==> src/rtl/tfra_pkg.sv <==
// Shared types, constants and a helper function of the reassignment accumulator.
package tfra_pkg;

    // Default matrix size
    localparam int TIME_MAX_DEF = 64;
    localparam int FREQ_MAX_DEF = 64;

    // Field widths
    localparam int BIN_W   = 6;
    localparam int SHIFT_W = 16;
    localparam int VAL_W   = 24;
    localparam int SUM_W   = 40;
    localparam int SIZE_W  = 7;
    localparam int POS_W   = 17;
    localparam int MAG_W   = 12;

    // Stream widths
    localparam int S_TDATA_W = 96;
    localparam int S_TUSER_W = 1;
    localparam int M_TDATA_W = 2 * SUM_W;

    // Configuration port
    localparam int CFG_INDEX_W = 2;
    localparam int CFG_DATA_W  = SIZE_W;
    localparam logic [CFG_INDEX_W-1:0] REG_N_TIME     = 2'd0;
    localparam logic [CFG_INDEX_W-1:0] REG_N_FREQ     = 2'd1;
    localparam logic [CFG_INDEX_W-1:0] REG_COMPLEX_EN = 2'd2;

    localparam logic [SIZE_W-1:0] N_TIME_RST     = 7'd64;
    localparam logic [SIZE_W-1:0] N_FREQ_RST     = 7'd64;
    localparam logic              COMPLEX_EN_RST = 1'b1;

    // Commands
    localparam logic CMD_ACC  = 1'b0;
    localparam logic CMD_READ = 1'b1;

    // Remainder unit: one quotient bit per step
    localparam int DIV_STEPS_PER_STAGE = 4;
    localparam int DIV_STAGES          = MAG_W / DIV_STEPS_PER_STAGE;

    localparam int QUEUE_DEPTH = 2;

    // Item as it travels through the front pipeline
    typedef struct packed {
        logic                    cmd;
        logic                    in_range;
        logic [BIN_W-1:0]        t;
        logic [BIN_W-1:0]        f;
        logic [SIZE_W-1:0]       tt;
        logic                    fneg;
        logic [MAG_W-1:0]        mag;
        logic [SIZE_W-1:0]       rem;
        logic signed [VAL_W-1:0] real_value;
        logic signed [VAL_W-1:0] imag_value;
    } pipe_t;

    // Operation handed from the front to the back
    typedef struct packed {
        logic                    cmd;
        logic                    in_range;
        logic signed [VAL_W-1:0] real_value;
        logic signed [VAL_W-1:0] imag_value;
    } op_t;

    function automatic int addr_width(input int cells);
        addr_width = (cells > 1) ? $clog2(cells) : 1;
    endfunction

endpackage

==> src/rtl/tfra_front.sv <==
// Front pipeline: accepts items, rounds and clamps targets, wraps frequency, forms addresses.
module tfra_front
    import tfra_pkg::*;
#(
    parameter int TIME_MAX = TIME_MAX_DEF,
    parameter int FREQ_MAX = FREQ_MAX_DEF,
    localparam int ADDR_W = addr_width(TIME_MAX * FREQ_MAX)
) (
    input  logic                 aclk,
    input  logic                 aresetn,
    input  logic                 s_tvalid,
    output logic                 s_tready,
    input  logic [S_TDATA_W-1:0] s_tdata,
    input  logic [S_TUSER_W-1:0] s_tuser,
    input  logic [SIZE_W-1:0]    n_time,
    input  logic [SIZE_W-1:0]    n_freq,
    input  logic                 clr_busy,
    input  logic                 q_full,
    output logic                 q_push,
    output op_t                  q_op,
    output logic [ADDR_W-1:0]    q_addr
);

    localparam int NSTAGE = DIV_STAGES + 2;
    localparam logic [SIZE_W-1:0] TIME_CAP = SIZE_W'((TIME_MAX < 127) ? TIME_MAX : 127);
    localparam logic [SIZE_W-1:0] FREQ_CAP = SIZE_W'((FREQ_MAX < 127) ? FREQ_MAX : 127);

    logic [NSTAGE-1:0] vld_reg;

    logic                      s0_cmd_reg;
    logic [BIN_W-1:0]          s0_t_reg;
    logic [BIN_W-1:0]          s0_f_reg;
    logic signed [SHIFT_W-1:0] s0_st_reg;
    logic signed [SHIFT_W-1:0] s0_sf_reg;
    logic signed [VAL_W-1:0]   s0_rv_reg;
    logic signed [VAL_W-1:0]   s0_iv_reg;

    pipe_t pipe_reg [DIV_STAGES+1];
    pipe_t pipe_next [DIV_STAGES+1];

    logic [SIZE_W-1:0]       nt_eff, nf_eff;
    logic signed [POS_W-1:0] vt, vf;
    logic [MAG_W-1:0]        rt;
    logic                    adv, keep;
    pipe_t                   last;
    logic [SIZE_W-1:0]       tf, row, col;

    // Rounds a Q.4 position to its integer magnitude, halves away from zero.
    function automatic logic [MAG_W-1:0] round_mag(input logic signed [POS_W-1:0] v);
        logic [POS_W-1:0] mag;
        logic [POS_W-1:0] sum;
        mag = v[POS_W-1] ? POS_W'(-v) : POS_W'(v);
        sum = mag + POS_W'(8);
        return sum[MAG_W+3:4];
    endfunction

    // A group of restoring remainder steps, one dividend bit per step.
    function automatic pipe_t rem_steps(input pipe_t p, input logic [SIZE_W-1:0] nf);
        pipe_t           r;
        logic [SIZE_W:0] trial;
        r = p;
        for (int i = 0; i < DIV_STEPS_PER_STAGE; i++) begin
            trial = {r.rem, r.mag[MAG_W-1]};
            r.mag = {r.mag[MAG_W-2:0], 1'b0};
            if (trial >= {1'b0, nf}) begin
                r.rem = SIZE_W'(trial - {1'b0, nf});
            end else begin
                r.rem = trial[SIZE_W-1:0];
            end
        end
        return r;
    endfunction

    assign nt_eff = (n_time == '0) ? SIZE_W'(1) : ((n_time > TIME_CAP) ? TIME_CAP : n_time);
    assign nf_eff = (n_freq == '0) ? SIZE_W'(1) : ((n_freq > FREQ_CAP) ? FREQ_CAP : n_freq);

    always_comb begin
        vt = POS_W'($signed({1'b0, s0_t_reg, 4'b0000})) + POS_W'(s0_st_reg);
        vf = POS_W'($signed({1'b0, s0_f_reg, 4'b0000})) + POS_W'(s0_sf_reg);
        rt = round_mag(vt);

        pipe_next[0].cmd        = s0_cmd_reg;
        pipe_next[0].in_range   = ({1'b0, s0_t_reg} < nt_eff) && ({1'b0, s0_f_reg} < nf_eff);
        pipe_next[0].t          = s0_t_reg;
        pipe_next[0].f          = s0_f_reg;
        pipe_next[0].fneg       = vf[POS_W-1];
        pipe_next[0].mag        = round_mag(vf);
        pipe_next[0].rem        = '0;
        pipe_next[0].real_value = s0_rv_reg;
        pipe_next[0].imag_value = s0_iv_reg;
        // Negative time targets clamp to the first row, too large ones to the last.
        if (vt[POS_W-1]) begin
            pipe_next[0].tt = '0;
        end else if (rt > MAG_W'(nt_eff - 1'b1)) begin
            pipe_next[0].tt = nt_eff - 1'b1;
        end else begin
            pipe_next[0].tt = rt[SIZE_W-1:0];
        end

        for (int k = 0; k < DIV_STAGES; k++) begin
            pipe_next[k+1] = rem_steps(pipe_reg[k], nf_eff);
        end
    end

    assign last     = pipe_reg[DIV_STAGES];
    assign keep     = (last.cmd == CMD_READ) || last.in_range;
    assign adv      = !vld_reg[NSTAGE-1] || !keep || !q_full;
    assign s_tready = adv && !clr_busy;
    assign q_push   = vld_reg[NSTAGE-1] && keep && !q_full;

    // A negative frequency with a non-zero remainder wraps up from n_freq.
    assign tf  = (last.fneg && last.rem != '0) ? nf_eff - last.rem : last.rem;
    assign row = (last.cmd == CMD_READ) ? {1'b0, last.t} : last.tt;
    assign col = (last.cmd == CMD_READ) ? {1'b0, last.f} : tf;

    assign q_addr = ADDR_W'(int'(row) * FREQ_MAX + int'(col));

    assign q_op.cmd        = last.cmd;
    assign q_op.in_range   = last.in_range;
    assign q_op.real_value = last.real_value;
    assign q_op.imag_value = last.imag_value;

    always_ff @(posedge aclk) begin
        if (!aresetn) begin
            vld_reg <= '0;
        end else if (adv) begin
            vld_reg <= {vld_reg[NSTAGE-2:0], s_tvalid && s_tready};
        end
    end

    always_ff @(posedge aclk) begin
        if (adv) begin
            s0_cmd_reg <= s_tuser[0];
            s0_t_reg   <= s_tdata[5:0];
            s0_f_reg   <= s_tdata[11:6];
            s0_st_reg  <= s_tdata[27:12];
            s0_sf_reg  <= s_tdata[43:28];
            s0_rv_reg  <= s_tdata[67:44];
            s0_iv_reg  <= s_tdata[91:68];
            for (int k = 0; k <= DIV_STAGES; k++) begin
                pipe_reg[k] <= pipe_next[k];
            end
        end
    end

endmodule

==> config.mk <==
export PLATFORM = sky130hd
export DESIGN_NAME = tfra_front
export DESIGN_NICKNAME = d
export VERILOG_FILES = /design/src/rtl/tfra_pkg.sv /design/src/rtl/tfra_front.sv
export SDC_FILE = /design/constraint.sdc
export NUM_CORES = 1
export LEC_CHECK = 0
export BUFFER_PORTS_ARGS = -buffer_cell sky130_fd_sc_hd__buf_2
export CORE_MARGIN = 3
export CORE_UTILIZATION = 40
export DETAILED_ROUTE_END_ITERATION = 16
export PLACE_DENSITY_LB_ADDON = 0.2
export SYNTH_ARGS = -nofsm -noshare
export SYNTH_HDL_FRONTEND = slang
export SYNTH_SLANG_ARGS = --single-unit
==> constraint.sdc <==
create_clock -name aclk -period 10.7 [get_ports aclk]
set_clock_uncertainty 0.2 [all_clocks]
set_input_delay 0 -clock aclk [delete_from_list [all_inputs] [get_ports aclk]]
set_output_delay 0 -clock aclk [all_outputs]
set_load 0.005 [all_outputs]
Yosys cells after proc, flatten, opt, wreduce, memory -nomap -nowiden. Memory sizes are Yosys's and may differ from the RTL's. Index checks and enable logic that the tools add are counted.

Register bits: 98. Bits in writable memories: 356. Bits of input ports: 116. Output and inout bits: 64. Word-level logic and storage cells: 89. Memories: 1.

Add/subtract/negate cells: 22. Order comparisons: 17. Multiplexer cells: 25. Reductions and logical operators: 16.

Memory list: pipe_reg (depth 4, width 89, read ports 4, clocked after memory_dff 0, wr ports 4, line tfra_front.sv:38) `pipe_t pipe_reg [DIV_STAGES+1];`.

Operators by type and width (number): $mux W7 (20); $ge A8 B7 Y1 (12); $sub A7 B7 Y7 (13); $add A11 B16 Y17 (2); $add A16 B4 Y16 const B (2); $mux W16 (2); $neg A16 Y16 (2); $gt A7 B7 Y1 const B (2); $logic_not A7 Y1 (2); $lt A6 B7 Y1 (2); $add A12 B7 Y12 (1); $gt A12 B12 Y1 (1); $sub A7 B1 Y8 const B (1); $reduce_bool A7 Y1 (1); $sub A7 B1 Y7 const B (1); $logic_and A1 B1 Y1 (6); $mux W6 (1); $logic_not A1 Y1 (4); $logic_or A1 B1 Y1 (3); $mux W1 (2).

Longest topological paths before layout. Gate-level depths: netlist (run 1).

Word-level depth: 11. Depth in mapped cells: 35. Gate-level depth less buffers: 35.

Worst setup path after synthesis (run 1). OpenSTA, ideal clock, no wires.

Kind: register to register. Start: memory pipe_reg[3][88] in the netlist's numbering. End: memory pipe_reg[0][0] in the netlist's numbering (enable). Library setup time: 0.764 ns. Arrival: 8.846 ns. Path slack: 0.890 ns. Cell stages (with the launch flop): 4. Path buffers: 0. Period minus slack after synthesis: 9.810 ns. Cell sequence: edfxtp_1 -> o21ai_0 -> nor2_1 -> inv_1.

RTL lines (line): start, declared (tfra_front.sv:38).

==> results of run 1 <==
[area by class of cell]
class / count / area, sq um / share of cell area, %
sequential: 419 / 12500 / 48.5
multi-input combinational: 957 / 7520 / 29.1
timing repair buffer: 389 / 3010 / 11.6
clock buffer: 50 / 1170 / 4.51
tap: 672 / 841 / 3.25
clock inverter: 35 / 504 / 1.95
inverter: 72 / 278 / 1.07
[power groups by stage]
stage	Clock, W	Sequential, W	Combinational (W)
final	0.00173	0.00228	0.00523
after global routing	0.00185	0.00230	0.00585
after CTS	0.00178	0.00229	0.00525
after detailed placement	0	0.00232	0.00512
after global placement	0	0.00231	0.00504
after floorplan	0	0.00228	0.00424
[repair_timing]
action | in CTS | in global routing
hold endpoints to repair | 105 | 0
setup endpoints to repair | 0 | 0
hold buffers | 204 | 0
buffers inserted | 0 | 0
[cell usage after synthesis (all sizes together), types with 5 or more instances]
cell	n	area share [%]
nand2	63	1.1
a21oi	65	1.7
dfxtp	5	0.48
and4	6	0.25
inv	71	1.3
fa	14	1.4
nor4	10	0.49
xnor2	69	2.9
o21a	24	0.87
nand2b	19	0.57
o211ai	14	0.58
o221ai	6	0.28
nand4	16	0.48
edfxtp	414	60
nor3	27	0.71
clkbuf	14	0.25
buf	55	1.9
nand4b	5	0.21
o22ai	6	0.18
a21o	27	0.98
o31ai	7	0.25
nor2b	29	0.87
and3	6	0.18
ha	124	7.5
nand3	20	0.48
and2	11	0.34
a311oi	6	0.25
o21ai	54	1.3
o311ai	6	0.36
nor3b	6	0.22
or3	8	0.24
or2	9	0.27
mux2	47	2.6
a211o	6	0.25
xor2	31	1.3
a211oi	17	0.62
nor2	89	1.6
or4	6	0.25
mux2i	23	1.1
a21boi	9	0.33
o21bai	7	0.25
[kinds of logic after synthesis]
group,count (synthesis)
AND/OR/NAND/NOR,340
adder cells (fa/ha/maj),138
AO/OA/AOI/OAI,303
buffers and inverters,141
flip-flops,419
other,1
XOR/XNOR,101
multiplexers,70
[per-layer routing]
| metal | share of wire [%] | global-route usage [%] | vias to the layer above |
|---|---|---|---|
| li1 | - | - | 6479 |
| met4 | 2.5 | 4.86 | 0 |
| met2 | 49 | 26.1 | 245 |
| met3 | 4.2 | 2.72 | 81 |
| met1 | 44 | 19.6 | 6216 |
| met5 | 0 | 0 | - |
[metrics by stage]
step,utilization (%),cells
2_1_floorplan,-,1517
3_3_place_gp,43.7,2305
3_5_place_dp,43.7,2305
4_1_cts,51.0,2594
5_1_grt,51.0,2594
6_report,51.0,2594
[worst reg2reg max path, delay by kind of cell (launching register included)]
family,cells,cell delay [ns]
compound gates,17,4.40
fa+ha+maj,5,1.72
simple gates,3,0.37
flops,1,0.43
mux,3,1.21
buf+inv,4,0.33
[worst max path at each step]
stage | startpoint | end | slack (ns) | cells after the start
final | pipe_reg[1][66] | pipe_reg[2][49] | 1.84 | 32
after global routing | pipe_reg[1][66] | pipe_reg[2][49] | 1.18 | 32
after CTS | pipe_reg[1][66] | pipe_reg[2][49] | 1.84 | 32
after detailed placement | n_freq[6] | pipe_reg[3][54] | 1.33 | 34
after global placement | n_freq[6] | pipe_reg[3][50] | 1.42 | 34
after floorplan | pipe_reg[3][88] | pipe_reg[0][0] | 0.89 | 3
==> qor.csv, run 1 <==
metric,value,unit
status,"complete, no violations",
die_h,234,um
cp-end-kind,flop,
antenna_found_initial,2,
rsz0062_at_grt,no,
hold_viol_final,0,
drtIter0Drc,682,
cts.repair.resized,0,
crit_type,flop to flop,
cts_inserted_buffers,46,
first_pass_iters,5,
clockBufferDepth,3,
layout_common_cells,"edfxtp_1, dlygate4sd3_1, buf_2",
synth_ff_type,edfxtp_1,
cts.clk_slew.worst_paths,0.06,ns
placed_area,22100,sq um
path_delay_family,compound AO/OA/AOI/OAI gates,
slowest_stage,mux2i_2,
finalPower,0.00924,W
ioPinCount,180,
core.rowCount,82,
clk_latency,0.57,ns
vdd_drop_max,0.000448,V
switchingPower,0.00331,W
relSlewSlack,24.0,%
setup-violations-final,0,
reg2reg_to,pipe_reg[2][49],
n_fill_cell,4318,
p_comb_share,56.6,%
ant_nets,0,
muxShareOfSynthArea,3.70,%
nNetsFinal,2139,
worstSetupStartpointType,flop,
via_per_inst,5.02,
async_reset_ff_share,0,%
slowest_delay,0.57,ns
grt_use_total,15.2,%
path_buf_inv,4,
cts-root-buf,clkbuf_16,
hpwlAfterDp,27500,um
drc,0,
regToRegSetupSlack,1.84,ns
antennaDiodeCount,0,
synth_top_family_by_area,compound AO/OA/AOI/OAI gates,
post-route-period-util,82.8,%
grt-ovfl-total,0,
design_area,25800,sq um
portBuffers,175,
synth_compound_area_share,10.5,%
p_leak,10.3,nW
drive_above_1_share,17.8,%
required,10.82,ns
drv_cap,0,
drt-wirelength-per-cell,16.1,um
dp_slack,1.33,ns
final_common_cell,edfxtp_1,
worstReg2RegStart,pipe_reg[1][66],
synth_edf_count,414,
yosysUniqueCellTypes,91,
clock.fmax,0.113,GHz
drt-total-wl,41700,um
final.setup.tns,0,ns
clkPwrFrac,18.7,%
syn_inst,1513,
dieArea,54600,sq um
syn_area,20700,sq um
hold_class,primary input to output port,
die_w,234,um
area_growth,24.6,%
synth-adder-area-share,8.83,%
slew_violations,0,
yosysWarnings,0,
min_to,s_tready,
rr_worst_depth,32,
initial_utilization,40.9,%
internal-power,0.00593,W
ys_ff_latch,419,
whs_path_depth,3,
synth-simple-area-share,8.75,%
crit_arrival,8.98,ns
seqPwrFrac,24.7,%
finalCriticalPeriod,8.86,ns
hp-start,clr_busy,
seq_area_frac_synth,60.4,%
syn_avg_cell_area,13.7,sq um
largest_reg_flops,321,
cts_tree,built,
grt_max_degree,195,
swShare,35.8,%
tightest_slew,1.14,ns
grt_pass1_wl,66600,um
routabilityCongestion,0.861,
crit_top_cell,inv_1,
setup_slack,1.84,ns
cts.htree.levels,2,
grt_pass1_vias,13000,
num_vias,13000,
core,50700,sq um
hold_ws,0.0349,ns
synthXorXnorAreaFrac,4.33,%
cts.sinks,419,
power.density,357,nW/um^2
crit_fanout,9,
(Power assumes the default switching activity.)
==> inputs of run 2 (changes only) <==
==> constraint.sdc (replaced) <==
create_clock -name aclk -period 8.19 [get_ports aclk]
set_clock_uncertainty 0.2 [all_clocks]
set_input_delay 0 -clock aclk [delete_from_list [all_inputs] [get_ports aclk]]
set_output_delay 0 -clock aclk [all_outputs]
set_load 0.005 [all_outputs]
==> run 2 against run 1 <==
Against the previous run: cell count up 4.1%; count of clock-buffer cells in the layout rose by 3; sequential power is 31% higher; fmax up 14%; critical path type unchanged.
==> qor.csv, run 2 (synthesis results as in run 1) <==
metric,value,unit
tightest_slew,1.06,ns
core.rowCount,82,
cts.sinks,419,
via_per_inst,4.96,
path_delay_family,compound AO/OA/AOI/OAI gates,
cp-end-kind,flop,
drv_cap,0,
num_vias,13400,
drt-wirelength-per-cell,16.2,um
endpoint,pipe_reg[2][49],
drtIter0Drc,774,
area_growth,27.6,%
finalCriticalPeriod,7.76,ns
reg2reg_to,pipe_reg[2][49],
setup-violations-final,0,
grt_util_met1,21.0,%
cts_tree,built,
grt_max_degree,186,
cts-root-buf,clkbuf_16,
crit_fanout,7,
clock.fmax,0.129,GHz
slew_violations,0,
final_common_cell,edfxtp_1,
clk_latency,0.58,ns
power.density,505,nW/um^2
layout_common_cells,"edfxtp_1, dlygate4sd3_1, buf_2",
clkPwrFrac,14.8,%
p_comb_share,62.8,%
grt_pass1_wl,70000,um
antenna_found_initial,0,
initial_utilization,40.9,%
routabilityCongestion,0.876,
switchingPower,0.00476,W
swShare,35.6,%
die_w,234,um
status,"complete, no violations",
placed_cells,2413,
ant_nets,0,
clockBufferDepth,3,
largest_reg_flops,321,
portBuffers,175,
crit_cells,31,
grt-ovfl-total,0,
drive_above_1_share,22.5,%
core,50700,sq um
relSlewSlack,28.4,%
vdd_drop_max,0.000739,V
grt-busiest-layer,met2,
post-route-period-util,94.8,%
dieArea,54600,sq um
hold_viol_final,0,
slowest_delay,0.45,ns
rr_worst_depth,31,
worstSetupStartpointType,flop,
slowest_stage,edfxtp_1,
regToRegSetupSlack,0.43,ns
grt_pass1_vias,13400,
worstReg2RegStart,pipe_reg[1][66],
die_h,234,um
final.setup.tns,0,ns
antennaDiodeCount,0,
nNetsFinal,2247,
cts.htree.levels,2,
drt-total-wl,43800,um
rsz0062_at_grt,no,
p_leak,10.7,nW
crit_arrival,7.89,ns
drc,0,
ioPinCount,180,
path_buf_inv,5,
seqPwrFrac,22.4,%
grt_use_met2,27.1,%
grt_use_total,16.1,%
hpwlAfterDp,29800,um
finalNonFillerCells,2701,
cts.clk_slew.worst_paths,0.06,ns
crit_start,pipe_reg[1][66],
hold_class,primary input to output port,
n_fill_cell,4293,
internal-power,0.00861,W
cts_inserted_buffers,45,
crit_type,flop to flop,
required,8.32,ns
met3_usage,3.19,%
first_pass_iters,5,
run 2: stage by stage:
step           power (W)  hold WS (ns)  area (sq um)  setup slack [ns]  util, %
6_report          0.0134        0.0300         26500             0.427     52.2
5_1_grt           0.0145        0.0522         26500           0.00394     52.2
4_1_cts           0.0132        0.0310         26400             0.308     52.1
3_5_place_dp      0.0110       -0.0219         22900             0.103     45.3
3_3_place_gp      0.0109       -0.0236         22900             0.107     45.3
2_1_floorplan    0.00852        -0.169         20800             0.274        -
run 2: tightest hold or removal path, cell delays in order:
cell    delay [ns]
buf_2         0.08
nor2_1        0.03
buf_2         0.11
run 2: per-layer routing:
metal / vias up / wire (um)
met3: 64 / 2050
met1: 6404 / 19300
met4: 0 / 1050
li1: 6693 / -
met5: - / 0
met2: 245 / 21400
run 2: how the worst min path moves through the flow:
stage,startpoint,endpoint,slack (ns),depth (start not counted)
detailed placement,s_tdata[8],s0_f_reg[2],-0.02,1
CTS,aresetn,vld_reg[4],0.03,3
global placement,s_tdata[80],s0_iv_reg[12],-0.02,1
floorplan,q_full,q_push,-0.17,1
finish,clr_busy,s_tready,0.03,3
global route,clr_busy,s_tready,0.05,3
run 2: what timing repair did:
| action | 4_1_cts | 5_1_grt |
|---|---|---|
| gates resized for setup | 0 | 12 |
| endpoints found under the hold margin | 105 | 0 |
| hold buffers | 204 | 0 |
| endpoints found under the setup margin | 0 | 14 |
| setup buffers | 0 | 1 |
run 2: final cells by class:
type	count	area [sq um]	share of cell area [%]
timing repair buffer	498	3820	14.4
inverter	72	274	1.03
sequential	419	12500	47.3
multi-input combinational	957	7560	28.6
clock buffer	53	1160	4.37
clock inverter	30	290	1.10
tap	672	841	3.18
run 2: power groups by stage:
| stage | logic (W) | registers, W | clock network [W] |
|---|---|---|---|
| after global routing | 0.00931 | 0.00301 | 0.00214 |
| after CTS | 0.00814 | 0.00299 | 0.00206 |
| final | 0.00840 | 0.00299 | 0.00198 |
| after floorplan | 0.00554 | 0.00298 | 0 |
| after detailed placement | 0.00798 | 0.00303 | 0 |
| after global placement | 0.00783 | 0.00303 | 0 |
