## src/rtl/tfra_pkg.sv

```systemverilog
// Shared types, constants and a helper function of the reassignment accumulator.
package tfra_pkg;

    // Default matrix size
    localparam int TIME_MAX_DEF = 64;
    localparam int FREQ_MAX_DEF = 64;

    // Field widths
    localparam int BIN_W   = 6;
    localparam int SHIFT_W = 16;
    localparam int VAL_W   = 24;
    localparam int SUM_W   = 40;
    localparam int SIZE_W  = 7;
    localparam int POS_W   = 17;
    localparam int MAG_W   = 12;

    // Stream widths
    localparam int S_TDATA_W = 96;
    localparam int S_TUSER_W = 1;
    localparam int M_TDATA_W = 2 * SUM_W;

    // Configuration port
    localparam int CFG_INDEX_W = 2;
    localparam int CFG_DATA_W  = SIZE_W;
    localparam logic [CFG_INDEX_W-1:0] REG_N_TIME     = 2'd0;
    localparam logic [CFG_INDEX_W-1:0] REG_N_FREQ     = 2'd1;
    localparam logic [CFG_INDEX_W-1:0] REG_COMPLEX_EN = 2'd2;

    localparam logic [SIZE_W-1:0] N_TIME_RST     = 7'd64;
    localparam logic [SIZE_W-1:0] N_FREQ_RST     = 7'd64;
    localparam logic              COMPLEX_EN_RST = 1'b1;

    // Commands
    localparam logic CMD_ACC  = 1'b0;
    localparam logic CMD_READ = 1'b1;

    // Remainder unit: one quotient bit per step
    localparam int DIV_STEPS_PER_STAGE = 4;
    localparam int DIV_STAGES          = MAG_W / DIV_STEPS_PER_STAGE;

    localparam int QUEUE_DEPTH = 2;

    // Item as it travels through the front pipeline
    typedef struct packed {
        logic                    cmd;
        logic                    in_range;
        logic [BIN_W-1:0]        t;
        logic [BIN_W-1:0]        f;
        logic [SIZE_W-1:0]       tt;
        logic                    fneg;
        logic [MAG_W-1:0]        mag;
        logic [SIZE_W-1:0]       rem;
        logic signed [VAL_W-1:0] real_value;
        logic signed [VAL_W-1:0] imag_value;
    } pipe_t;

    // Operation handed from the front to the back
    typedef struct packed {
        logic                    cmd;
        logic                    in_range;
        logic signed [VAL_W-1:0] real_value;
        logic signed [VAL_W-1:0] imag_value;
    } op_t;

    function automatic int addr_width(input int cells);
        addr_width = (cells > 1) ? $clog2(cells) : 1;
    endfunction

endpackage

```

## src/rtl/tfra_queue.sv

```systemverilog
// Short register queue between the front pipeline and the store sequencer.
module tfra_queue
    import tfra_pkg::*;
#(
    parameter int WIDTH = 1,
    parameter int DEPTH = QUEUE_DEPTH,
    localparam int PW = (DEPTH > 1) ? $clog2(DEPTH) : 1
) (
    input  logic             aclk,
    input  logic             aresetn,
    input  logic             push,
    input  logic [WIDTH-1:0] wdata,
    output logic             full,
    input  logic             pop,
    output logic [WIDTH-1:0] rdata,
    output logic             empty
);

    logic [WIDTH-1:0] entry_reg [DEPTH];
    logic [PW-1:0]    wr_ptr_reg, wr_ptr_next;
    logic [PW-1:0]    rd_ptr_reg, rd_ptr_next;
    logic [PW:0]      count_reg, count_next;

    assign full  = (count_reg == (PW + 1)'(DEPTH));
    assign empty = (count_reg == '0);
    assign rdata = entry_reg[rd_ptr_reg];

    always_comb begin
        wr_ptr_next = wr_ptr_reg;
        rd_ptr_next = rd_ptr_reg;
        count_next  = count_reg;
        if (push) begin
            wr_ptr_next = (wr_ptr_reg == PW'(DEPTH - 1)) ? '0 : wr_ptr_reg + 1'b1;
        end
        if (pop) begin
            rd_ptr_next = (rd_ptr_reg == PW'(DEPTH - 1)) ? '0 : rd_ptr_reg + 1'b1;
        end
        if (push && !pop) begin
            count_next = count_reg + 1'b1;
        end else if (pop && !push) begin
            count_next = count_reg - 1'b1;
        end
    end

    always_ff @(posedge aclk) begin
        if (!aresetn) begin
            wr_ptr_reg <= '0;
            rd_ptr_reg <= '0;
            count_reg  <= '0;
        end else begin
            wr_ptr_reg <= wr_ptr_next;
            rd_ptr_reg <= rd_ptr_next;
            count_reg  <= count_next;
        end
    end

    always_ff @(posedge aclk) begin
        if (push) begin
            entry_reg[wr_ptr_reg] <= wdata;
        end
    end

endmodule

```

## config.mk

```make
export PLATFORM = sky130hd
export DESIGN_NAME = tfra_queue
export DESIGN_NICKNAME = d
export VERILOG_FILES = /design/src/rtl/tfra_pkg.sv /design/src/rtl/tfra_queue.sv
export SDC_FILE = /design/constraint.sdc
export NUM_CORES = 1
export LEC_CHECK = 0
export ABC_CLOCK_PERIOD_IN_PS = 1230
export BUFFER_PORTS_ARGS = -buffer_cell sky130_fd_sc_hd__buf_2
export CORE_AREA = 2 2 39 41
export CTS_BUF_LIST = sky130_fd_sc_hd__clkbuf_8
export CTS_CLUSTER_SIZE = 8
export DETAILED_ROUTE_END_ITERATION = 12
export DIE_AREA = 0 0 41 43
export PLACE_DENSITY = 0.46
export SETUP_SLACK_MARGIN = 0.15
export SYNTH_ARGS = -nofsm -noshare
export SYNTH_HDL_FRONTEND = slang
export SYNTH_SLANG_ARGS = --single-unit
```

## constraint.sdc

```tcl
create_clock -name aclk -period 1.23 [get_ports aclk]
set_input_delay 0.123 -clock aclk [delete_from_list [all_inputs] [get_ports aclk]]
set_output_delay 0.123 -clock aclk [all_outputs]
set_load 0.01 [all_outputs]
```

# After elaboration in Yosys (flattened, before gate mapping)
# Memories as Yosys holds them, arrays and structs flattened. A register that Yosys moved wholly into a read port is not among the register bits.
# Index checks and enable logic that the tools add are counted.
[classes]
addsub = 4
n_eq_ne = 1
n_mux = 8
n_reduce_logical = 6
[ops]
columns = ["op", "n"]
rows = [
  ["two-way mux 1 bit", 6],
  ["two-way mux 2 bit", 2],
  ["adder 1 bit (second input constant)", 2],
  ["adder 2 x 1 -> 2 bit (second input constant)", 1],
  ["== test 2 bit (second input constant)", 1],
  ["logical AND 1 bit", 2],
  ["zero test 1 bit", 2],
  ["zero test 2 bit", 1],
  ["nonzero test 2 bit", 1],
  ["subtractor 2 x 1 -> 2 bit (second input constant)", 1],
]
[word_totals]
ff_bits = 4
ram_bits = 2
inputBits = 5
wordCells = 23
n_memories = 1
[memory_table]
columns = ["name", "words", "word_bits", "rd", "rd_ports_with_merged_regs", "write_ports", "line", "text"]
rows = [
  ["entry_reg", 2, 1, 1, 1, 1, "tfra_queue.sv:19", "logic [WIDTH-1:0] entry_reg [DEPTH];"],
]

# Logic depth before layout (Yosys ltp)
# Gate-level depths: netlist of run 1.
[logic_depth]
word_depth = 4
depth_mapped = 5

# Worst setup path after synthesis of run 1
# Ideal clock, no wire load.
[synth_timing]
kind = "input to register"
start = "in pop"
end = "reg count_reg[1]"
arrival_time_ns = 0.898
setup_slack_ns = 0.262
stages = 4
path_cell_list = "inv_1 > ha_1 > or3_1 > a21boi_1"
[synth_between]
elab_chain_len = 3
elab_cells_between_ends = 5
cone_classes = "1 x mux; 4 x reduce/logical"
[synth_rtl]
columns = ["element", "line", "text"]
rows = [
  ["from (decl)", "tfra_queue.sv:14", "input logic pop,"],
  ["zero test 1 bit", "tfra_queue.sv:38", "if (push && !pop) begin"],
  ["logical AND 1 bit", "tfra_queue.sv:38", ""],
  ["two-way mux 2 bit or nonzero test 2 bit (tied branches)", "n/a", ""],
  ["to (signal assigned)", "tfra_queue.sv:53", "count_reg <= count_next;"],
  ["to (decl)", "tfra_queue.sv:22", "logic [PW:0] count_reg, count_next;"],
]
# Parallel ways exist; a longest one is shown, timed or not.
# A chain may end at the register's enable or synchronous reset.

==> impl_metrics.json, run 1 <==
{
  "antenna_found_initial": 0,
  "place_hpwl_um": 338.8,
  "worst_pin_slew_ps": 162.4,
  "yosysTopAreaCell": "dfxtp_1",
  "max_slew_margin_pct": 89.15,
  "gp_congestion": 0.6306,
  "syn_nets": 31,
  "ir_drop_mv": 0.5667,
  "yosysUniqueCellTypes": 15,
  "cp-start-kind": "flop",
  "syn-cell-area_sq_um": 290.3,
  "cts_tree": "done",
  "dieArea_sq_um": 1763,
  "placementRows": 14,
  "max_cap_violations": 0,
  "setup_viol": 0,
  "drive_gt1_share_pct": 36.11,
  "min_path_type": "in -> reg",
  "core_area_sq_um": 1384,
  "cts_buffers": 3,
  "clk_path_buf_depth": 2,
  "fp.dieH_um": 43,
  "syn_area_per_cell_sq_um": 11.61,
  "insertion_delay_ps": 220,
  "ys_seq_area_share_pct": 55.17,
  "synth_cells": 25,
  "tns_ps": 0,
  "yosys_warnings": 0,
  "multi_input_area_sq_um": 130.1,
  "firstDrtPassIters": 2,
  "slew_viol_final": 0,
  "seq_area_sq_um": 163.9,
  "viasPerCell": 3.923,
  "drc_errors": 0,
  "area_delta_synth_final_pct": 39.22,
  "vias": 204,
  "nets": 43,
  "dpl_cell_area_sq_um": 345.3,
  "critPathArrivalTime_ps": 970,
  "end_kind": "output port",
  "initial_utilization_pct": 20.98,
  "path_max_fanout": 1,
  "n_antenna_cell": 0,
  "period_share_pct": 88.82,
  "yosys-top-cells-area": "dfxtp_1 (34%), edfxtp_1 (21%), and2_1 (8.6%)",
  "routed_wl_um": 440,
  "rsz0062_at_grt": "yes",
  "min_period_ps": 1092,
  "grt_pass1_vias": 193,
  "portBuffers": 7,
  "clk_pin_slew_ps": 40,
  "grt_pass1_wl_um": 717,
  "overflow": 0,
  "grt_usage_pct": 7.164,
  "outcome": "completed",
  "clock-root-buffer": "clkbuf_8",
  "cts_htree_levels": 1,
  "wl_per_cell_um": 8.462,
  "synth-seq-cells": 7,
  "path_class": "reg -> out",
  "final-hold-violation-count": 0,
  "crit_required_ps": 1110,
  "drtIter0Drc": 1,
  "ios": 8,
  "grt_max_degree": 6,
  "fill_cells": 146,
  "die_x_um": 41,
  "hold_buffers": 0,
  "yosysTopAreaCellShare_pct": 34.48,
  "powerDensity_nw_per_um2": 1691,
  "fmax_mhz": 915.4,
  "ant_nets": 0,
  "cts_setup_buffers": 0,
  "fin_skew_ps": 0.6308,
  "power.static_leakage_nw": 0.1831,
  "final_design_area_no_fill_sq_um": 404.1,
  "cts.sinks": 7
}
cells by family (layout without fill, tap and decap cells):
family / after synthesis / in the layout / share of synthesized area (%)
AND/OR/NAND/NOR: 9 / 9 / 19.40
flip-flops: 7 / 7 / 55.17
AO/OA/AOI/OAI: 3 / 3 / 6.897
XOR/XNOR: 3 / 3 / 9.053
adder cells (fa/ha/maj): 1 / 1 / 4.310
multiplexers: 1 / 1 / 3.879
buffers and inverters: 1 / 12 / 1.292
layout by cell type (no fill, tap or decap):
cell / count
and2b_2: 1
edfxtp_1: 2
o21ai_0: 1
buf_6: 1
o21a_1: 1
dfxtp_4: 1
nor2_1: 1
xor2_1: 2
and2_1: 4
buf_2: 6
clkbuf_8: 3
ha_1: 1
dfxtp_1: 4
mux2_4: 1
xnor2_1: 1
or3_1: 1
nor2b_1: 2
inv_1: 2
a21boi_1: 1
stage by stage:
| step | worst slack (ps) | util, % | total power, mW | hold slack (ps) | cells |
|---|---|---|---|---|---|
| 2_1_floorplan | 262.1 | - | 0.3391 | 221.9 | 25 |
| 3_3_place_gp | 123.6 | 24.95 | 0.3678 | 316.7 | 48 |
| 3_5_place_dp | 86.26 | 24.95 | 0.3713 | 320.0 | 48 |
| 4_1_cts | 120.8 | 29.02 | 0.6969 | 87.01 | 52 |
| 5_1_grt | 91.90 | 29.20 | 0.7247 | 83.97 | 52 |
| 6_report | 137.5 | 29.20 | 0.6833 | 93.99 | 52 |
final cells by class:
class | count | area share [%]
Tap cell | 16 | 4.954
Multi-Input combinational cell | 17 | 32.20
Sequential cell | 7 | 40.56
Clock buffer | 3 | 10.22
Clock inverter | 1 | 0.9288
Timing Repair Buffer | 7 | 10.22
Inverter | 1 | 0.9288
worst max-delay path: stages, from the launching register on:
cell      delay [ps]
edfxtp_1         360
mux2_4           270
buf_6            120
path summary, 6_finish.rpt:
path                  end  slack, ps  cells past startpoint          from
min          entry_reg[0]         90                      1         wdata
min reg2reg  count_reg[1]        500                      2  count_reg[1]
max                 rdata        140                      2  entry_reg[1]
max reg2reg  count_reg[1]        200                      3  count_reg[0]
power breakdown:
part           internal, mW  switching [mW]  total (mW)
sequential            0.264          0.0146       0.278
combinational        0.0570          0.0399      0.0969
clock                 0.215          0.0930       0.308
repair_timing:
item	CTS	global route
gates cloned	0	0
setup endpoints to repair	2	2
resized for setup	3	1
layer usage:
layer,GRT usage (%),vias up,wire length [um]
met5,0,-,0
met4,8.000,0,24
met3,6.806,5,65
met2,8.438,9,191
met1,6.209,87,159
li1,-,103,-
cells in the mapped netlist:
cell type  number
xor2_1          2
edfxtp_1        2
nor2b_1         2
dfxtp_1         5
nor2_1          1
o21ai_0         1
mux2_2          1
a21boi_1        1
and2_1          4
xnor2_1         1
or3_1           1
o21a_1          1
and2b_2         1
inv_1           1
ha_1            1
No activity file was read; power rests on OpenSTA's default activity.
==> run 2: changes to the inputs <==
--- a/config.mk
+++ b/config.mk
@@ -5,15 +5,17 @@
 export SDC_FILE = /design/constraint.sdc
 export NUM_CORES = 1
 export LEC_CHECK = 0
+export ABC_AREA = 1
 export ABC_CLOCK_PERIOD_IN_PS = 1230
 export BUFFER_PORTS_ARGS = -buffer_cell sky130_fd_sc_hd__buf_2
 export CORE_AREA = 2 2 39 41
-export CTS_BUF_LIST = sky130_fd_sc_hd__clkbuf_8
+export CTS_BUF_LIST = sky130_fd_sc_hd__clkbuf_4 sky130_fd_sc_hd__clkbuf_8 sky130_fd_sc_hd__clkbuf_16
 export CTS_CLUSTER_SIZE = 8
 export DETAILED_ROUTE_END_ITERATION = 12
 export DIE_AREA = 0 0 41 43
-export PLACE_DENSITY = 0.46
+export PLACE_DENSITY = 0.47
 export SETUP_SLACK_MARGIN = 0.15
+export SKIP_CTS_REPAIR_TIMING = 1
 export SYNTH_ARGS = -nofsm -noshare
 export SYNTH_HDL_FRONTEND = slang
 export SYNTH_SLANG_ARGS = --single-unit
==> impl_metrics.json, run 2 <==
{
  "cts_tree": "done",
  "critPathArrivalTime_ps": 1010,
  "grt_max_degree": 5,
  "rsz0062_at_grt": "yes",
  "combinationalPowerShare_pct": 14.9,
  "cts_buffers": 3,
  "synth-seq-cells": 7,
  "worst_pin_slew_ps": 144.0,
  "antenna_found_initial": 0,
  "initial_utilization_pct": 21.79,
  "n_antenna_cell": 0,
  "ys_seq_area_share_pct": 53.11,
  "final-hold-violation-count": 0,
  "area_delta_synth_final_pct": 31.54,
  "yosys-top-cells-area": "dfxtp_1 (33%), edfxtp_1 (20%), nor2_1 (11%)",
  "synth_most_common_cell": "nor2_1",
  "drc_errors": 0,
  "tns_ps": 0,
  "setup_viol": 0,
  "yosysTopAreaCell": "dfxtp_1",
  "ant_nets": 0,
  "path_class": "reg -> out",
  "max_slew_margin_pct": 90.30,
  "wl_per_cell_um": 7.323,
  "cp-start-kind": "flop",
  "drtIter0Drc": 4,
  "slew_viol_final": 0,
  "placementRows": 14,
  "overflow": 0,
  "powerDensity_nw_per_um2": 1480,
  "dieArea_sq_um": 1763,
  "synth-edff-count": 2,
  "fill_cells": 155,
  "power_frac_seq_pct": 45.9,
  "period_share_pct": 91.88,
  "synth_cells": 38,
  "clk_path_buf_depth": 2,
  "clkPwrFrac_pct": 39.2,
  "path_max_fanout": 1,
  "min_period_ps": 1130,
  "fin_skew_ps": 0.2608,
  "fp.dieH_um": 43,
  "end_kind": "output port",
  "reg2reg_slack_ps": 430,
  "insertion_delay_ps": 250,
  "gp_congestion": 0.6712,
  "fmax_mhz": 884.9,
  "grt_usage_pct": 7.042,
  "yosysUniqueCellTypes": 13,
  "multi_input_area_sq_um": 115.1,
  "routed_wl_um": 476,
  "most-common-layout-cells": "nor2_1 (9), inv_1 (7), nand2_1 (7)",
  "yosys-top-cells-count": "nor2_1 (9), inv_1 (7), nand2_1 (7), dfxtp_1 (5), edfxtp_1 (2)",
  "clock-root-buffer": "clkbuf_4",
  "firstDrtPassIters": 2,
  "portBuffers": 7,
  "max_cap_violations": 0,
  "vias": 253,
  "yosys_warnings": 0,
  "place_hpwl_um": 369.8,
  "syn_area_per_cell_sq_um": 7.935,
  "sw_frac_of_total_pct": 24.26,
  "synth_top_flop_cell": "dfxtp_1",
  "core_area_sq_um": 1384,
  "power.static_leakage_nw": 0.2094,
  "viasPerCell": 3.892,
  "crit_required_ps": 1110,
  "syn-cell-area_sq_um": 301.5,
  "drive_gt1_share_pct": 28.57,
  "die_x_um": 41,
  "p_int_mw": 0.4446,
  "clk_pin_slew_ps": 50,
  "grt_pass1_vias": 219,
  "nets": 56,
  "whs_ps": 65.63,
  "min_path_type": "in -> reg",
  "synthArstFlopShare_pct": 0,
  "syn_nets": 44,
  "ios": 8,
  "cts_htree_levels": 1,
  "yosysTopAreaCellShare_pct": 33.20,
  "cts.sinks": 7,
  "ir_drop_mv": 0.3717,
  "p_switching_mw": 0.1424,
  "seq_area_sq_um": 160.2,
  "layout_commonest_cell": "nor2_1",
  "outcome": "completed",
  "grt_pass1_wl_um": 765
}
==> run 2: area by class of cell <==
class                   instances  share of cell area [%]
well taps                      16                   5.047
inverters                       8                   7.571
flip-flops and latches          7                   40.38
clock buffers                   4                   7.571
repair buffers                  7                   10.41
multi-input cells              23                   29.02
==> run 2: metrics by stage <==
step / util, % / instances / total power [mW] / worst slack (ps) / area, sq um
final: 28.66 / 65 / 0.5870 / 99.90 / 396.6
after global routing: 28.66 / 65 / 0.6272 / 34.70 / 396.6
after CTS: 27.94 / 65 / 0.5946 / 74.25 / 386.6
after detailed placement: 25.77 / 61 / 0.3569 / 263.6 / 356.6
after global placement: 25.77 / 61 / 0.3568 / 273.5 / 356.6
after floorplan: - / 38 / 0.3271 / 449.3 / 301.5
==> run 2: power groups by stage <==
stage / clock network, mW / logic (mW) / registers [mW]
3_5_place_dp: 0 / 0.0826 / 0.274
3_3_place_gp: 0 / 0.0825 / 0.274
6_report: 0.230 / 0.0873 / 0.270
5_1_grt: 0.254 / 0.100 / 0.273
2_1_floorplan: 0 / 0.0558 / 0.271
4_1_cts: 0.242 / 0.0830 / 0.269
==> run 2: logic make-up (layout without fill, tap and decap cells) <==
| kind of cell | after synthesis | after routing | synth area share (%) |
|---|---|---|---|
| mux | 1 | 1 | 3.734 |
| fa+ha+maj | 1 | 1 | 4.149 |
| simple gates | 19 | 19 | 25.73 |
| compound gates | 2 | 2 | 3.316 |
| buf+inv | 8 | 19 | 9.959 |
| flops | 7 | 7 | 53.11 |
==> run 2: metal layers <==
layer / track usage [%] / part of all wire [%] / vias up
met4: 10.00 / 4.0 / 0
met3: 1.571 / 9.7 / 2
met2: 9.063 / 40 / 10
li1: - / - / 137
met1: 7.443 / 46 / 104
met5: 0 / 0 / -
==> run 2: final timing paths <==
path | depth (start not counted) | start | to
max reg2reg | 6 | count_reg[0] | count_reg[1]
min | 1 | wdata | entry_reg[0]
min reg2reg | 2 | rd_ptr_reg | flop
max | 2 | entry_reg[0] | rdata
==> run 2: worst max-delay path: stages, from the launching register on <==
cell and delay, ps:
edfxtp_1 360, mux2_4 280, buf_6 120
==> run 3: changes to the inputs <==
--- a/config.mk
+++ b/config.mk
@@ -6,7 +6,7 @@
 export NUM_CORES = 1
 export LEC_CHECK = 0
 export ABC_AREA = 1
-export ABC_CLOCK_PERIOD_IN_PS = 1230
+export ABC_CLOCK_PERIOD_IN_PS = 1340
 export BUFFER_PORTS_ARGS = -buffer_cell sky130_fd_sc_hd__buf_2
 export CORE_AREA = 2 2 39 41
 export CTS_BUF_LIST = sky130_fd_sc_hd__clkbuf_4 sky130_fd_sc_hd__clkbuf_8 sky130_fd_sc_hd__clkbuf_16
==> constraint.sdc (replaced) <==
create_clock -name aclk -period 1.34 [get_ports aclk]
set_input_delay 0.134 -clock aclk [delete_from_list [all_inputs] [get_ports aclk]]
set_output_delay 0.134 -clock aclk [all_outputs]
set_load 0.01 [all_outputs]
==> impl_metrics.json, run 3 (synthesis gave the netlist of run 2 again) <==
{
  "met2WireLength_um": 223,
  "end_kind": "output port",
  "ios": 8,
  "powerDensity_nw_per_um2": 1374,
  "tns_ps": 0,
  "stdcell_count": 65,
  "combinationalPowerShare_pct": 14.1,
  "drive_gt1_share_pct": 30.61,
  "insertion_delay_ps": 250,
  "setup_viol": 0,
  "max_cap_violations": 0,
  "drc_errors": 0,
  "drtIter0Drc": 3,
  "fp.dieH_um": 43,
  "most-common-layout-cells": "nor2_1 (9), inv_1 (7), nand2_1 (7), buf_2 (7)",
  "portBuffers": 7,
  "sw_frac_of_total_pct": 24.23,
  "grt_pass1_wl_um": 779,
  "initial_utilization_pct": 21.79,
  "cts_tree": "done",
  "path_class": "reg -> out",
  "cp_slowest_stage_delay_ps": 370,
  "worst_pin_slew_ps": 135.6,
  "core_area_sq_um": 1384,
  "p_switching_mw": 0.1292,
  "rsz0062_at_grt": "no",
  "place_hpwl_um": 395.9,
  "ant_nets": 0,
  "p_int_mw": 0.4039,
  "area_delta_synth_final_pct": 28.63,
  "highest_layer": "met4",
  "cts_buffers": 3,
  "fmax_mhz": 876.6,
  "dieArea_sq_um": 1763,
  "slew_viol_final": 0,
  "viasPerCell": 3.754,
  "clkPwrFrac_pct": 39.4,
  "wl_per_cell_um": 7.800,
  "outcome": "completed",
  "crit_required_ps": 1210,
  "clk_path_buf_depth": 2,
  "n_antenna_cell": 0,
  "antenna_found_initial": 0,
  "nets": 56,
  "fin_skew_ps": 0.2086,
  "grt_max_degree": 5,
  "die_x_um": 41,
  "dp_slack_ps": 369.2,
  "cts_htree_levels": 1,
  "wl_met1_um": 209,
  "min_path_type": "in -> reg",
  "clock-root-buffer": "clkbuf_4",
  "firstDrtPassIters": 4,
  "placementRows": 14,
  "ir_drop_mv": 0.3348,
  "final-hold-violation-count": 0,
  "layout_commonest_cell": "nor2_1",
  "cts.sinks": 7,
  "power.static_leakage_nw": 0.2037,
  "path_max_fanout": 1,
  "clk_pin_slew_ps": 50,
  "power_frac_seq_pct": 46.5,
  "critPathArrivalTime_ps": 1010,
  "vias": 244,
  "period_share_pct": 85.14,
  "routed_wl_um": 507,
  "overflow": 0,
  "place_inst": 61,
  "cp-start-kind": "flop",
  "crit_chain": "mux2_2 > buf_2",
  "max_slew_margin_pct": 90.86,
  "min_period_ps": 1141,
  "routed-wl-met3_um": 59,
  "whs_ps": 79.96,
  "grt_usage_pct": 7.430,
  "crit_family": "flip-flops",
  "setup_slack_ps": 199.2,
  "grt_pass1_vias": 215,
  "gp_congestion": 0.6809,
  "critPathSlowestCell": "edfxtp_1",
  "crit_buf_inv": 1
}
==> run 3: final timing paths <==
path / from / endpoint / slack (ps) / cells after the start
hold reg to reg: wr_ptr_reg / wr_ptr_reg / 500 / 2
setup reg to reg: count_reg[0] / count_reg[1] / 550 / 6
setup / recovery: entry_reg[0] / rdata / 200 / 2
hold / removal: wdata / entry_reg[1] / 80 / 1
==> run 3: stage by stage <==
stage / utilization [%] / area, sq um / power [mW]
global placement: 25.77 / 356.6 / 0.3279
CTS: 27.94 / 386.6 / 0.5481
detailed placement: 25.77 / 356.6 / 0.3285
global route: 28.03 / 387.9 / 0.5680
finish: 28.03 / 387.9 / 0.5331
floorplan: - / 301.5 / 0.3002
==> run 3: power groups by stage <==
stage / Combinational (mW) / Clock [mW] / Sequential [mW]
after floorplan: 0.0512 / 0 / 0.249
after global placement: 0.0761 / 0 / 0.252
after detailed placement: 0.0764 / 0 / 0.252
after CTS: 0.0769 / 0.224 / 0.247
after global routing: 0.0884 / 0.230 / 0.250
final: 0.0754 / 0.210 / 0.248
==> run 3: cell type report <==
type	count	area (sq um)
Sequential cell	7	161.4
Inverter	8	30.03
Clock buffer	4	30.03
Tap cell	16	20.02
Timing Repair Buffer	7	35.03
Multi-Input combinational cell	23	111.4
Fill cell	162	996.0
==> run 3: metal layers <==
| metal | vias to the layer above | GRT usage [%] |
|---|---|---|
| met3 | 2 | 2.618 |
| li1 | 137 | - |
| met5 | - | 0 |
| met1 | 97 | 7.074 |
| met2 | 8 | 9.063 |
| met4 | 0 | 12.00 |
